File: src/rtl/core/sct_pkg.sv
package sct_pkg;

  localparam int MIN_W  = 7;
  localparam int SEC_W  = 6;
  localparam int CNT_W  = 16;
  localparam int DEB_W  = 8;
  localparam int MODE_W = 2;
  localparam int OP_W   = 2;

  localparam logic [MIN_W-1:0] MAX_MINUTES  = 7'd99;
  localparam logic [SEC_W-1:0] MAX_SECONDS  = 6'd59;
  localparam logic [DEB_W-1:0] DEBOUNCE_RST = 8'd10;
  localparam logic [CNT_W-1:0] SECOND_RST   = 16'd1000;

  typedef enum logic [OP_W-1:0] {
    OP_TICK   = 2'd0,
    OP_PULSE  = 2'd1,
    OP_BUTTON = 2'd2,
    OP_NONE   = 2'd3
  } opcode_t;

  typedef enum logic [2:0] {
    MODE_IDLE = 3'b001,
    MODE_MIN  = 3'b010,
    MODE_SEC  = 3'b100
  } mode_t;

  localparam logic [MODE_W-1:0] CODE_IDLE = 2'd0;
  localparam logic [MODE_W-1:0] CODE_MIN  = 2'd1;
  localparam logic [MODE_W-1:0] CODE_SEC  = 2'd2;

  typedef enum logic [0:0] {
    REG_DEBOUNCE = 1'b0,
    REG_SECOND   = 1'b1
  } cfg_reg_t;

  typedef struct packed {
    logic [MIN_W-1:0] minute_count;
    logic [SEC_W-1:0] second_count;
    mode_t            mode;
    logic [MIN_W-1:0] knob_position;
    logic [CNT_W-1:0] ms_since_pulse;
    logic [CNT_W-1:0] ms_in_second;
  } state_t;

  typedef struct packed {
    logic store_minutes;
    logic store_seconds;
    logic refresh_display;
  } strobe_t;

  function automatic logic [MODE_W-1:0] mode_code(mode_t m);
    logic [MODE_W-1:0] c;
    unique case (m)
      MODE_IDLE: c = CODE_IDLE;
      MODE_MIN:  c = CODE_MIN;
      MODE_SEC:  c = CODE_SEC;
      default:   c = CODE_IDLE;
    endcase
    return c;
  endfunction

endpackage

File: src/rtl/core/sct_next.sv
module sct_next (
  input  sct_pkg::state_t                 cur,
  input  logic [sct_pkg::OP_W-1:0]        opcode,
  input  logic                            direction,
  input  logic [sct_pkg::DEB_W-1:0]       debounce_ms,
  input  logic [sct_pkg::CNT_W-1:0]       second_ms,
  output sct_pkg::state_t                 nxt,
  output sct_pkg::strobe_t                strobes
);
  import sct_pkg::*;

  always_comb begin
    logic [CNT_W-1:0] ms_inc;
    logic [MIN_W-1:0] knob_new;
    logic             debounced;
    nxt      = cur;
    strobes  = '0;
    ms_inc   = (cur.ms_in_second != '1) ? cur.ms_in_second + 1'b1 : cur.ms_in_second;
    knob_new = cur.knob_position;
    debounced = cur.ms_since_pulse > {{(CNT_W-DEB_W){1'b0}}, debounce_ms};
    unique case (opcode_t'(opcode))
      OP_TICK: begin
        if (cur.ms_since_pulse != '1) begin
          nxt.ms_since_pulse = cur.ms_since_pulse + 1'b1;
        end
        if (ms_inc >= second_ms) begin
          nxt.ms_in_second = '0;
          if (cur.second_count == '0) begin
            if (cur.minute_count != '0) begin
              nxt.second_count = MAX_SECONDS;
              nxt.minute_count = cur.minute_count - 1'b1;
            end
          end else begin
            nxt.second_count = cur.second_count - 1'b1;
          end
          strobes.refresh_display = (cur.mode == MODE_IDLE);
        end else begin
          nxt.ms_in_second = ms_inc;
        end
      end
      OP_PULSE: begin
        nxt.ms_since_pulse = '0;
        if (debounced && cur.mode == MODE_MIN) begin
          if (direction) begin
            knob_new = (cur.knob_position < MAX_MINUTES) ?
                       cur.knob_position + 1'b1 : MAX_MINUTES;
          end else if (cur.knob_position > MAX_MINUTES) begin
            knob_new = MAX_MINUTES;
          end else if (cur.knob_position != '0) begin
            knob_new = cur.knob_position - 1'b1;
          end
          nxt.knob_position = knob_new;
          nxt.minute_count  = knob_new;
        end else if (debounced && cur.mode == MODE_SEC) begin
          if (direction) begin
            if (cur.knob_position >= {1'b0, MAX_SECONDS}) begin
              knob_new = '0;
              if (cur.minute_count < MAX_MINUTES) begin
                nxt.minute_count = cur.minute_count + 1'b1;
              end
            end else begin
              knob_new = cur.knob_position + 1'b1;
            end
          end else begin
            if (cur.knob_position == '0) begin
              knob_new = {1'b0, MAX_SECONDS};
              if (cur.minute_count != '0) begin
                nxt.minute_count = cur.minute_count - 1'b1;
              end
            end else if (cur.knob_position > {1'b0, MAX_SECONDS}) begin
              knob_new = {1'b0, MAX_SECONDS};
            end else begin
              knob_new = cur.knob_position - 1'b1;
            end
          end
          nxt.knob_position = knob_new;
          nxt.second_count  = knob_new[SEC_W-1:0];
        end
      end
      OP_BUTTON: begin
        unique case (cur.mode)
          MODE_IDLE: begin
            nxt.mode          = MODE_MIN;
            nxt.knob_position = cur.minute_count;
          end
          MODE_MIN: begin
            nxt.mode              = MODE_SEC;
            nxt.knob_position     = {1'b0, cur.second_count};
            strobes.store_minutes = 1'b1;
          end
          MODE_SEC: begin
            nxt.mode              = MODE_IDLE;
            strobes.store_seconds = 1'b1;
          end
          default: nxt.mode = MODE_IDLE;
        endcase
      end
      OP_NONE: ;
    endcase
  end

endmodule

File: src/rtl/core/settable_countdown_timer_top.sv
// Minutes:seconds countdown timer with encoder/button time setting.
// The result of an input transfer is registered and appears on the master side in the next cycle.
// Throughput: one item per cycle while the master side accepts results; the state update
// is combinational logic and the result register frees whenever the master side takes its transfer.
// Reset (rst, synchronous): time 00:00, idle, debounce_ms 10, second_ms 1000.
module settable_countdown_timer_top (
  input  logic        clk,
  input  logic        rst,
  input  logic        s_axis_tvalid,
  output logic        s_axis_tready,
  input  logic [7:0]  s_axis_tdata,  // [0] direction
  input  logic [1:0]  s_axis_tuser,  // [1:0] opcode
  output logic        m_axis_tvalid,
  input  logic        m_axis_tready,
  output logic [23:0] m_axis_tdata,  // [6:0] minutes, [12:7] seconds, [14:13] set_mode,
                                     // [15] store_minutes, [16] store_seconds,
                                     // [17] refresh_display
  input  logic        cfg_we,
  input  logic        cfg_index,
  input  logic [15:0] cfg_data
);
  import sct_pkg::*;

  state_t             state;
  state_t             state_next;
  strobe_t            strobes;
  logic [DEB_W-1:0]   debounce_ms;
  logic [CNT_W-1:0]   second_ms;
  logic               in_xfer;

  assign s_axis_tready = !m_axis_tvalid || m_axis_tready;
  assign in_xfer       = s_axis_tvalid && s_axis_tready;

  sct_next u_next (
    .cur         (state),
    .opcode      (s_axis_tuser),
    .direction   (s_axis_tdata[0]),
    .debounce_ms (debounce_ms),
    .second_ms   (second_ms),
    .nxt         (state_next),
    .strobes     (strobes)
  );

  always_ff @(posedge clk) begin
    if (rst) begin
      state.minute_count   <= '0;
      state.second_count   <= '0;
      state.mode           <= MODE_IDLE;
      state.knob_position  <= '0;
      state.ms_since_pulse <= '1;
      state.ms_in_second   <= '0;
      debounce_ms          <= DEBOUNCE_RST;
      second_ms            <= SECOND_RST;
      m_axis_tvalid        <= 1'b0;
    end else begin
      if (cfg_we) begin
        unique case (cfg_reg_t'(cfg_index))
          REG_DEBOUNCE: debounce_ms <= cfg_data[DEB_W-1:0];
          REG_SECOND:   second_ms   <= cfg_data[CNT_W-1:0];
        endcase
      end
      if (in_xfer) begin
        state         <= state_next;
        m_axis_tvalid <= 1'b1;
      end else if (m_axis_tready) begin
        m_axis_tvalid <= 1'b0;
      end
    end
  end

  always_ff @(posedge clk) begin
    if (in_xfer) begin
      m_axis_tdata <= {6'b0,
                       strobes.refresh_display,
                       strobes.store_seconds,
                       strobes.store_minutes,
                       mode_code(state_next.mode),
                       state_next.second_count,
                       state_next.minute_count};
    end
  end

  a_store_min_mode: assert property (@(posedge clk) disable iff (rst)
    m_axis_tvalid && m_axis_tdata[15] |-> m_axis_tdata[14:13] == CODE_SEC)
    else $error("minutes store strobe outside seconds mode");

  a_store_sec_mode: assert property (@(posedge clk) disable iff (rst)
    m_axis_tvalid && (m_axis_tdata[16] || m_axis_tdata[17]) |->
      m_axis_tdata[14:13] == CODE_IDLE)
    else $error("seconds store or refresh outside idle");

  a_time_range: assert property (@(posedge clk) disable iff (rst)
    m_axis_tvalid |-> m_axis_tdata[6:0] <= MAX_MINUTES && m_axis_tdata[12:7] <= MAX_SECONDS)
    else $error("time out of range");

  a_pulse_clears: assert property (@(posedge clk) disable iff (rst)
    in_xfer && s_axis_tuser == OP_PULSE |=> state.ms_since_pulse == '0)
    else $error("pulse did not clear debounce timer");

  a_result_follows: assert property (@(posedge clk) disable iff (rst)
    in_xfer |=> m_axis_tvalid)
    else $error("accepted item produced no result");

endmodule
File: config.mk
export PLATFORM = sky130hd
export DESIGN_NAME = settable_countdown_timer_top
export DESIGN_NICKNAME = d
export VERILOG_FILES = /design/src/rtl/core/sct_pkg.sv /design/src/rtl/core/sct_next.sv /design/src/rtl/core/settable_countdown_timer_top.sv
export SDC_FILE = /design/constraint.sdc
export NUM_CORES = 1
export LEC_CHECK = 0
export BUFFER_PORTS_ARGS = -buffer_cell sky130_fd_sc_hd__buf_4
export CORE_MARGIN = 4
export CORE_UTILIZATION = 30
export CTS_BUF_LIST = sky130_fd_sc_hd__clkbuf_4
export DETAILED_ROUTE_END_ITERATION = 12
export GPL_ROUTABILITY_DRIVEN = 0
export SLEW_MARGIN = 20
export SYNTH_ARGS = -nofsm -noshare
export SYNTH_HDL_FRONTEND = slang
export SYNTH_SLANG_ARGS = --single-unit
File: constraint.sdc
create_clock -name clk -period 5.2 [get_ports clk]
set_input_delay 0 -clock clk [delete_from_list [all_inputs] [get_ports clk]]
set_output_delay 0 -clock clk [all_outputs]
set_load 0.005 [all_outputs]
Word level (Yosys, flattened, before mapping) --
Cells that the tools add are included.
Storage, ports and cells: register bits 98, input bits 32, output and inout bits 26, logic and storage cells 94
Cells by class: add/subtract/negate cells 7, magnitude comparators 7, eq/ne operators 12, muxes and demuxes 36, bitwise gates (word level) 1, reductions and logical operators 19
Operators with widths (count):
- 7-bit 2-to-1 mux | 17
- 16-bit 2-to-1 mux | 3
- 13-bit 2-to-1 mux | 3
- 16-bit by 1-bit adder with 16-bit output (second input constant) | 2
- 16-bit inequality test (second input constant) | 2
- 16-bit one-hot mux with 2 select lines | 1
- 7-bit one-hot mux with 2 select lines | 2
- 13-bit one-hot mux with 2 select lines | 1
- 16-bit >= comparator | 1
- 16-bit by 8-bit greater-than comparator with 1-bit output | 1
- 7-bit by 1-bit adder with 7-bit output (second input constant) | 2
- 7-bit < comparator (second input constant) | 2
- 7-bit nonzero test | 2
- 7-bit by 1-bit subtractor with 7-bit output (second input constant) | 2
- 6-bit 2-to-1 mux | 2
- 2-bit AND reduction | 4
- 7-bit by 6-bit >= comparator with 1-bit output (second input constant) | 1
- 7-bit by 6-bit greater-than comparator with 1-bit output (second input constant) | 1
- 7-bit greater-than comparator (second input constant) | 1
- 7-bit logical NOT | 1
- 3-bit by 2-bit equality test with 1-bit output (second input constant) | 2
- 3-bit equality test (second input constant) | 2
- 6-bit logical NOT | 1
- 3-bit by 1-bit inequality test with 1-bit output (second input constant) | 2
- 17 further kinds | 24

Depth between registers and ports, before layout --
Gate-level depths: netlist (run 1).
depth in word-level cells 7, gate-level depth with buffers 20, depth with buffers taken out 17

Cells and area by module --
Synthesis (run 1) repeated with hierarchy kept, for this count alone.
Unflattened totals: cell total of the unflattened synthesis 1015, area total of the unflattened synthesis 7604.8 um^2
By module, submodules not included:
- settable_countdown_timer_top | times used 1, cells an instance 388, area an instance 3808.7 um^2, seq. area each 2142.1 um^2
- sct_next | times used 1, cells an instance 627, area an instance 3796.1 um^2, seq. area each 0.0 um^2

Worst setup path after synthesis (run 1) --
Ideal clock, no wire load.
kind reg-to-reg, start point register state[0] (netlist name), end point register m_axis_tdata[0], data pin, library setup time 0.261 ns, arrival 3.572 ns, data required time 4.939 ns, slack 1.367 ns, stages on the path, launching flop included 20, path buffers 3, clock period less this slack 3.833 ns, cell sequence dfxtp_1 -> ha_1 -> nand4_1 -> nor4_2 -> and2_1 -> nand2b_1 -> buf_2 -> and4_1 -> buf_2 -> nand3_1 -> xnor2_1 -> ha_1 -> nand4_1 -> nor3_1 -> a31oi_1 -> nand3_1 -> clkbuf_1 -> nand3_1 -> a21o_1 -> a221o_1
RTL lines:
- from (decl) | line settable_countdown_timer_top.sv:24 | state_t state;
- from (signal assigned) | line settable_countdown_timer_top.sv:63 | state <= state_next;
- to (signal assigned) | line settable_countdown_timer_top.sv:73 | m_axis_tdata <= {6'b0,
- to (decl) | line settable_countdown_timer_top.sv:15 | output logic [23:0] m_axis_tdata,

==> results of run 1 <==
power by group through the flow:
stage | registers, mW | logic [mW] | clock network (mW)
final | 0.879 | 0.402 | 0.429
after global routing | 0.887 | 0.452 | 0.480
after CTS | 0.878 | 0.400 | 0.451
after detailed placement | 0.895 | 0.384 | 0
after global placement | 0.895 | 0.379 | 0
after floorplan | 0.867 | 0.299 | 0
stage by stage:
step | setup slack (ns) | util | hold slack, ns | total power, mW
floorplan | 1.37 | - | 0.118 | 1.17
global placement | 0.889 | 0.326 | 0.218 | 1.27
detailed placement | 0.846 | 0.326 | 0.220 | 1.28
CTS | 0.780 | 0.343 | 0.0305 | 1.73
global route | 0.363 | 0.343 | 0.0725 | 1.82
finish | 0.744 | 0.343 | 0.0748 | 1.71
cell type report:
type,count,share of cell area
Timing Repair Buffer,76,0.0843
Sequential cell,98,0.287
Inverter,49,0.0247
Clock buffer,10,0.0101
Multi-Input combinational cell,646,0.538
Tap cell,280,0.0470
Clock inverter,6,0.00856
critical path, cell delays in order, from the launching register on:
cell and delay (ns):
dfxtp_1 0.43, ha_1 0.24, nand4_1 0.20, nor4_2 0.27
and2_1 0.25, nand2b_1 0.23, and4_1 0.35, nand3_1 0.13
xnor2_1 0.12, ha_1 0.31, nand4_1 0.12, nor3_1 0.19
a31oi_1 0.20, a31oi_2 0.52, mux2i_1 0.24, o32ai_1 0.11
a211o_1 0.26, o21a_1 0.17
registers in the layout, indices dropped and copies added (netlist names):
| signal | flops |
|---|---|
| state | 55 |
| m_axis_tdata | 18 |
| second_ms | 16 |
| debounce_ms | 8 |
| m_axis_tvalid | 1 |
cell usage in the layout, fill, tap and decap left out, types with 23 or more instances in the layout:
cell type        n
a21oi_1         68
buf_4           53
dfxtp_1         80
dlygate4sd3_1   23
ha_1            34
inv_1           46
nand2_1        116
nand3_1         31
nor2_1          64
nor3_1          30
how the worst max path moves through the flow:
stage                        start         endpoint  slack, ns  cells after the start
after floorplan           state[0]  m_axis_tdata[0]       1.37                     19
after global routing      state[0]        state[51]       0.36                     17
after global placement    state[0]        state[51]       0.89                     17
final                     state[0]        state[51]       0.74                     17
after detailed placement  state[0]        state[51]       0.85                     17
after CTS                 state[0]        state[51]       0.78                     17
cells by family (layout without fill, tap and decap cells):
family / after synthesis / after routing
and+or+nand+nor: 325 / 325
AOI/OAI and AO/OA: 240 / 240
buffers and inverters: 111 / 141
DFF: 98 / 98
adders and majority gates: 34 / 34
xor gates and xnor gates: 32 / 32
muxes: 9 / 9
other: 1 / 6
layer usage:
layer | global-route usage | part of all wire
met2 | 0.229 | 0.45
met5 | 0 | 0
met3 | 0.0351 | 0.063
met1 | 0.206 | 0.47
met4 | 0.0322 | 0.014
==> metrics.yaml, run 1 <==
global_routing:
  grt_overflow_total: 0
  grt_max_degree: 82
  antenna_found_initial: 0
  grt_pass1_vias: 5776
  grt_pass1_wl_um: 29600
  grt_use_total: 0.146
sta:
  final_hold_viol_count: 0
  max_slew_margin: 0.397
  clock_skew_ns: 0.0337
  min_period_ns: 4.46
  fin_crit_sh: 0.857
  tns_ns: 0
  drv_slew: 0
  finalSetupViolCount: 0
  worst_pin_slew_ns: 0.902
  timing.fmax_mhz: 224
  rsz0062_at_grt: "false"
final_layout:
  regArea_um2: 2140
  multi_input_area_um2: 4010
  final_area_um2: 7450
  fin_nets: 946
  n_fill_cell: 2310
  diodes: 0
  area_growth_pct: 12.8
  drive_gt1_frac: 0.0938
  stdcell_count: 1165
logic_synthesis:
  synth.most_common_cell: "nand2_1"
  synth-xor-area-share: 0.0424
  ys.flop_type: "dfxtp_1"
  synth_top_family_by_area: "compound AO/OA/AOI/OAI gates"
  avgSynthCellArea_um2: 7.77
  mappedNetlistArea_um2: 6610
  async_reset_ff_frac: 0
  ys.warnings.count: 0
  synthAdderAreaFrac: 0.0644
  synth_seq_area_share: 0.324
  synth_common_cells: "nand2_1, dfxtp_1, a21oi_1"
  synthMuxAreaShare: 0.0142
  synth-edff-count: 18
  synth-compound-area-share: 0.245
  synth_area_leaders: "dfxtp_1, edfxtp_1, nand2_1"
  yosys.area_share.simple: 0.238
  synth_cells: 850
  ys_types: 77
  ys_ff_latch: 98
  synth_top_cell_by_area: "dfxtp_1"
  netlist.area_leader.share: 0.242
floorplanning:
  die_w_um: 156
  rows: 54
  die_h_um: 156
  ios: 58
  die_area_um2: 24500
  coreArea_um2: 21800
  start_util: 0.304
clocking:
  postCtsSetupBuffers: 0
  h-tree-depth: 3
  cts-root-buf: "clkbuf_4"
  ctsLongestPathBuffers: 2
  clk_pin_slew_ns: 0.17
  cts_tree: "built"
  cts_hold_repair.buffers: 23
  cts_buffers: 9
  clkSinkCount: 98
  clock_latency_ns: 0.50
  cts_resized: 0
critical_path:
  crit_required_ns: 5.60
  critPathLaunchType: "register"
  crit_path_end_kind: "register"
  rr_startpoint: "state[0]"
  cp.arrival_ns: 4.86
  crit_type: "register to register"
  cp_max_fo: 9
  ff2ff_path_depth: 17
  rr_endpoint: "state[51]"
  ff2ff_setup_slack_ns: 0.74
pwr:
  p_seq_frac: 0.514
  netSwitchingFraction: 0.332
  power.leakage_nw: 2.84
  powerDensity_nw_per_um2: 229
  p_int_mw: 1.14
  p_switching_mw: 0.567
  power.ir.vdd_worst_mv: 0.134
  p_clk_frac: 0.251
  p_comb_frac: 0.235
hold_path:
  hp-class: "input pin to register"
  holdPathStages: 2
  hold_start: "rst"
  hold_path_end: "state[10]"
detailed_routing:
  vias: 6201
  dr.pass1.iters: 5
  wl_um: 18000
  ant_nets: 0
  wl_per_cell_um: 15.4
  dr.first_iter.drc_count: 686
  drc: 0
  via_per_inst: 5.32
place:
  dp_hpwl_um: 12800
  dpl-instance-area_um2: 7080
  dp.cells: 1126
  port_buffers: 44
run:
  cap_violations: 0
outcome:
  status: "completed"
Note: power is estimated with default switching activity, not from simulation.
==> run 2, diff against run 1 <==
==> constraint.sdc (replaced) <==
create_clock -name clk -period 5.2 [get_ports clk]
set_input_delay 0.26 -clock clk [delete_from_list [all_inputs] [get_ports clk]]
set_output_delay 0.26 -clock clk [all_outputs]
set_load 0.005 [all_outputs]
==> run 2 against run 1 <==
  * Combinational power fell by 2%
  * Clock skew fell by 0.0081 ns
  * Critical path depth did not move
  * Routed wire length fell by 2.1%
  * Setup slack got worse by 0.031 ns
  * Sequential cell count did not move
  * Critical path type unchanged
==> metrics.yaml, run 2 (synthesis gave the netlist of run 1 again) <==
sta:
  tns_ns: 0
  finalSetupViolCount: 0
  drv_slew: 0
  final.setup.worst_slack_ns: 0.712
  final_hold_viol_count: 0
  min_period_ns: 4.49
  rsz0062_at_grt: "false"
  fin_crit_sh: 0.863
  max_slew_margin: 0.409
  worst_pin_slew_ns: 0.885
  timing.fmax_mhz: 223
  clock_skew_ns: 0.0256
final_layout:
  biggestRegsByFlops: "state (55), m_axis_tdata (18), second_ms (16)"
  mostFrequentLayoutCells: "nand2_1, dfxtp_1, a21oi_1"
  largest_reg_flops: 55
  regMostFlops: "state"
  drive_gt1_frac: 0.0957
  area_growth_pct: 11.8
  fin_nets: 939
  final_common_cell: "nand2_1"
critical_path:
  cp_num_cells: 17
  slowest_delay_ns: 0.50
  cp_top_family: "simple AND/OR/NAND/NOR gates"
  crit_end: "state[51]"
  ff2ff_setup_slack_ns: 0.71
  cp_max_fo: 11
  ff2ff_path_depth: 17
  crit_path_end_kind: "register"
  crit_buf_inv: 0
  rr_startpoint: "state[0]"
  crit_required_ns: 5.60
  rr_endpoint: "state[51]"
  cp-startpoint: "state[0]"
  timing.critical_path.cells: "ha_1, nand4_1, nor4_2, and2_1, nand2b_1, and4_1, nand3_1, xnor2_1, ha_1, nand4_1, nor3_1, a31oi_1, a31oi_2, mux2i_1, o32ai_1, a211o_1, o21a_1"
  crit_slowest_cell: "a31oi_2"
  cp.arrival_ns: 4.89
  crit_type: "register to register"
  critPathLaunchType: "register"
clocking:
  clk_pin_slew_ns: 0.16
  clock_latency_ns: 0.50
  h-tree-depth: 3
  cts_tree: "built"
  cts_buffers: 9
  ctsLongestPathBuffers: 2
  clkSinkCount: 98
  cts-root-buf: "clkbuf_4"
  cts_resized: 0
place:
  dp_hpwl_um: 12600
  port_buffers: 44
  place_ws_ns: 0.763
global_routing:
  grt_overflow_total: 0
  antenna_found_initial: 0
  grt_pass1_vias: 5894
  grt_pass1_wl_um: 29600
  grt_max_degree: 82
  grt_use_total: 0.146
detailed_routing:
  ant_nets: 0
  wl_per_cell_um: 15.2
  dr.pass1.iters: 6
  wl_um: 17600
  via_per_inst: 5.33
  vias: 6175
  drc: 0
  dr.first_iter.drc_count: 521
floorplanning:
  ios: 58
  coreArea_um2: 21800
  die_h_um: 156
  die_w_um: 156
  start_util: 0.304
  die_area_um2: 24500
  rows: 54
outcome:
  status: "completed"
pwr:
  power.ir.vdd_worst_mv: 0.128
  netSwitchingFraction: 0.332
  power.leakage_nw: 2.82
  p_seq_frac: 0.519
  p_total_mw: 1.69
  powerDensity_nw_per_um2: 230
  p_clk_frac: 0.248
  p_switching_mw: 0.563
  p_int_mw: 1.13
  p_comb_frac: 0.233
hold_path:
  holdPathStages: 3
  hp-class: "input pin to register"
  hold_start: "cfg_data[14]"
run:
  cap_violations: 0
## run 2: cell count changes in the layout (fill, tap and decap cells not counted)
cell           delta
inv_4             +1
clkinvlp_4        -1
clkinv_2          +2
clkinv_4          +2
clkbuf_4          -1
dlygate4sd3_1     -7
inv_6             -2
diode_2           +1
clkinv_1          -1
## run 2: worst min-delay path: stages
cell and delay [ns]:
buf_4 0.11, nand2_1 0.07, a21oi_1 0.06
## run 2: metrics by stage
stage | hold WS (ns) | cells | util | instance area, um^2
floorplan | 0.378 | 855 | - | 6620
global placement | 0.444 | 1126 | 0.326 | 7080
detailed placement | 0.449 | 1126 | 0.326 | 7080
CTS | 0.000657 | 1158 | 0.339 | 7380
global route | 0.00585 | 1158 | 0.339 | 7380
finish | 0.0294 | 1159 | 0.339 | 7380
## run 2: power by group through the flow
stage	combinational, mW	clock [mW]	sequential [mW]
final	0.395	0.420	0.879
after global routing	0.445	0.470	0.888
after CTS	0.394	0.440	0.878
after detailed placement	0.383	0	0.895
after global placement	0.378	0	0.894
after floorplan	0.299	0	0.867
## run 2: area by class of cell
type	instances	area [um^2]
inverters	49	184
repair buffers	69	558
fillers	2340	14400
clock buffers	9	67.6
clock inverters	7	68.8
diodes	1	2.50
multi-input cells	646	4010
flip-flops and latches	98	2140
well taps	280	350
## run 2: repair_timing
item,4_1_cts,5_1_grt
hold buffers,16,0
hold endpoints to repair,24,0
buffers inserted,0,0
## run 2: per-layer routing
layer / global-route usage / vias up / wire, um
li1: - / 3102 / -
met1: 0.200 / 2846 / 8240
met2: 0.231 / 199 / 7950
met3: 0.0379 / 28 / 1060
met4: 0.0355 / 0 / 346
met5: 0 / - / 0
## run 2: worst min-delay path by stage
stage / to
after detailed placement: debounce_ms[4]
after CTS: second_ms[14]
after floorplan: debounce_ms[1]
after global routing: second_ms[14]
final: second_ms[14]
after global placement: debounce_ms[2]
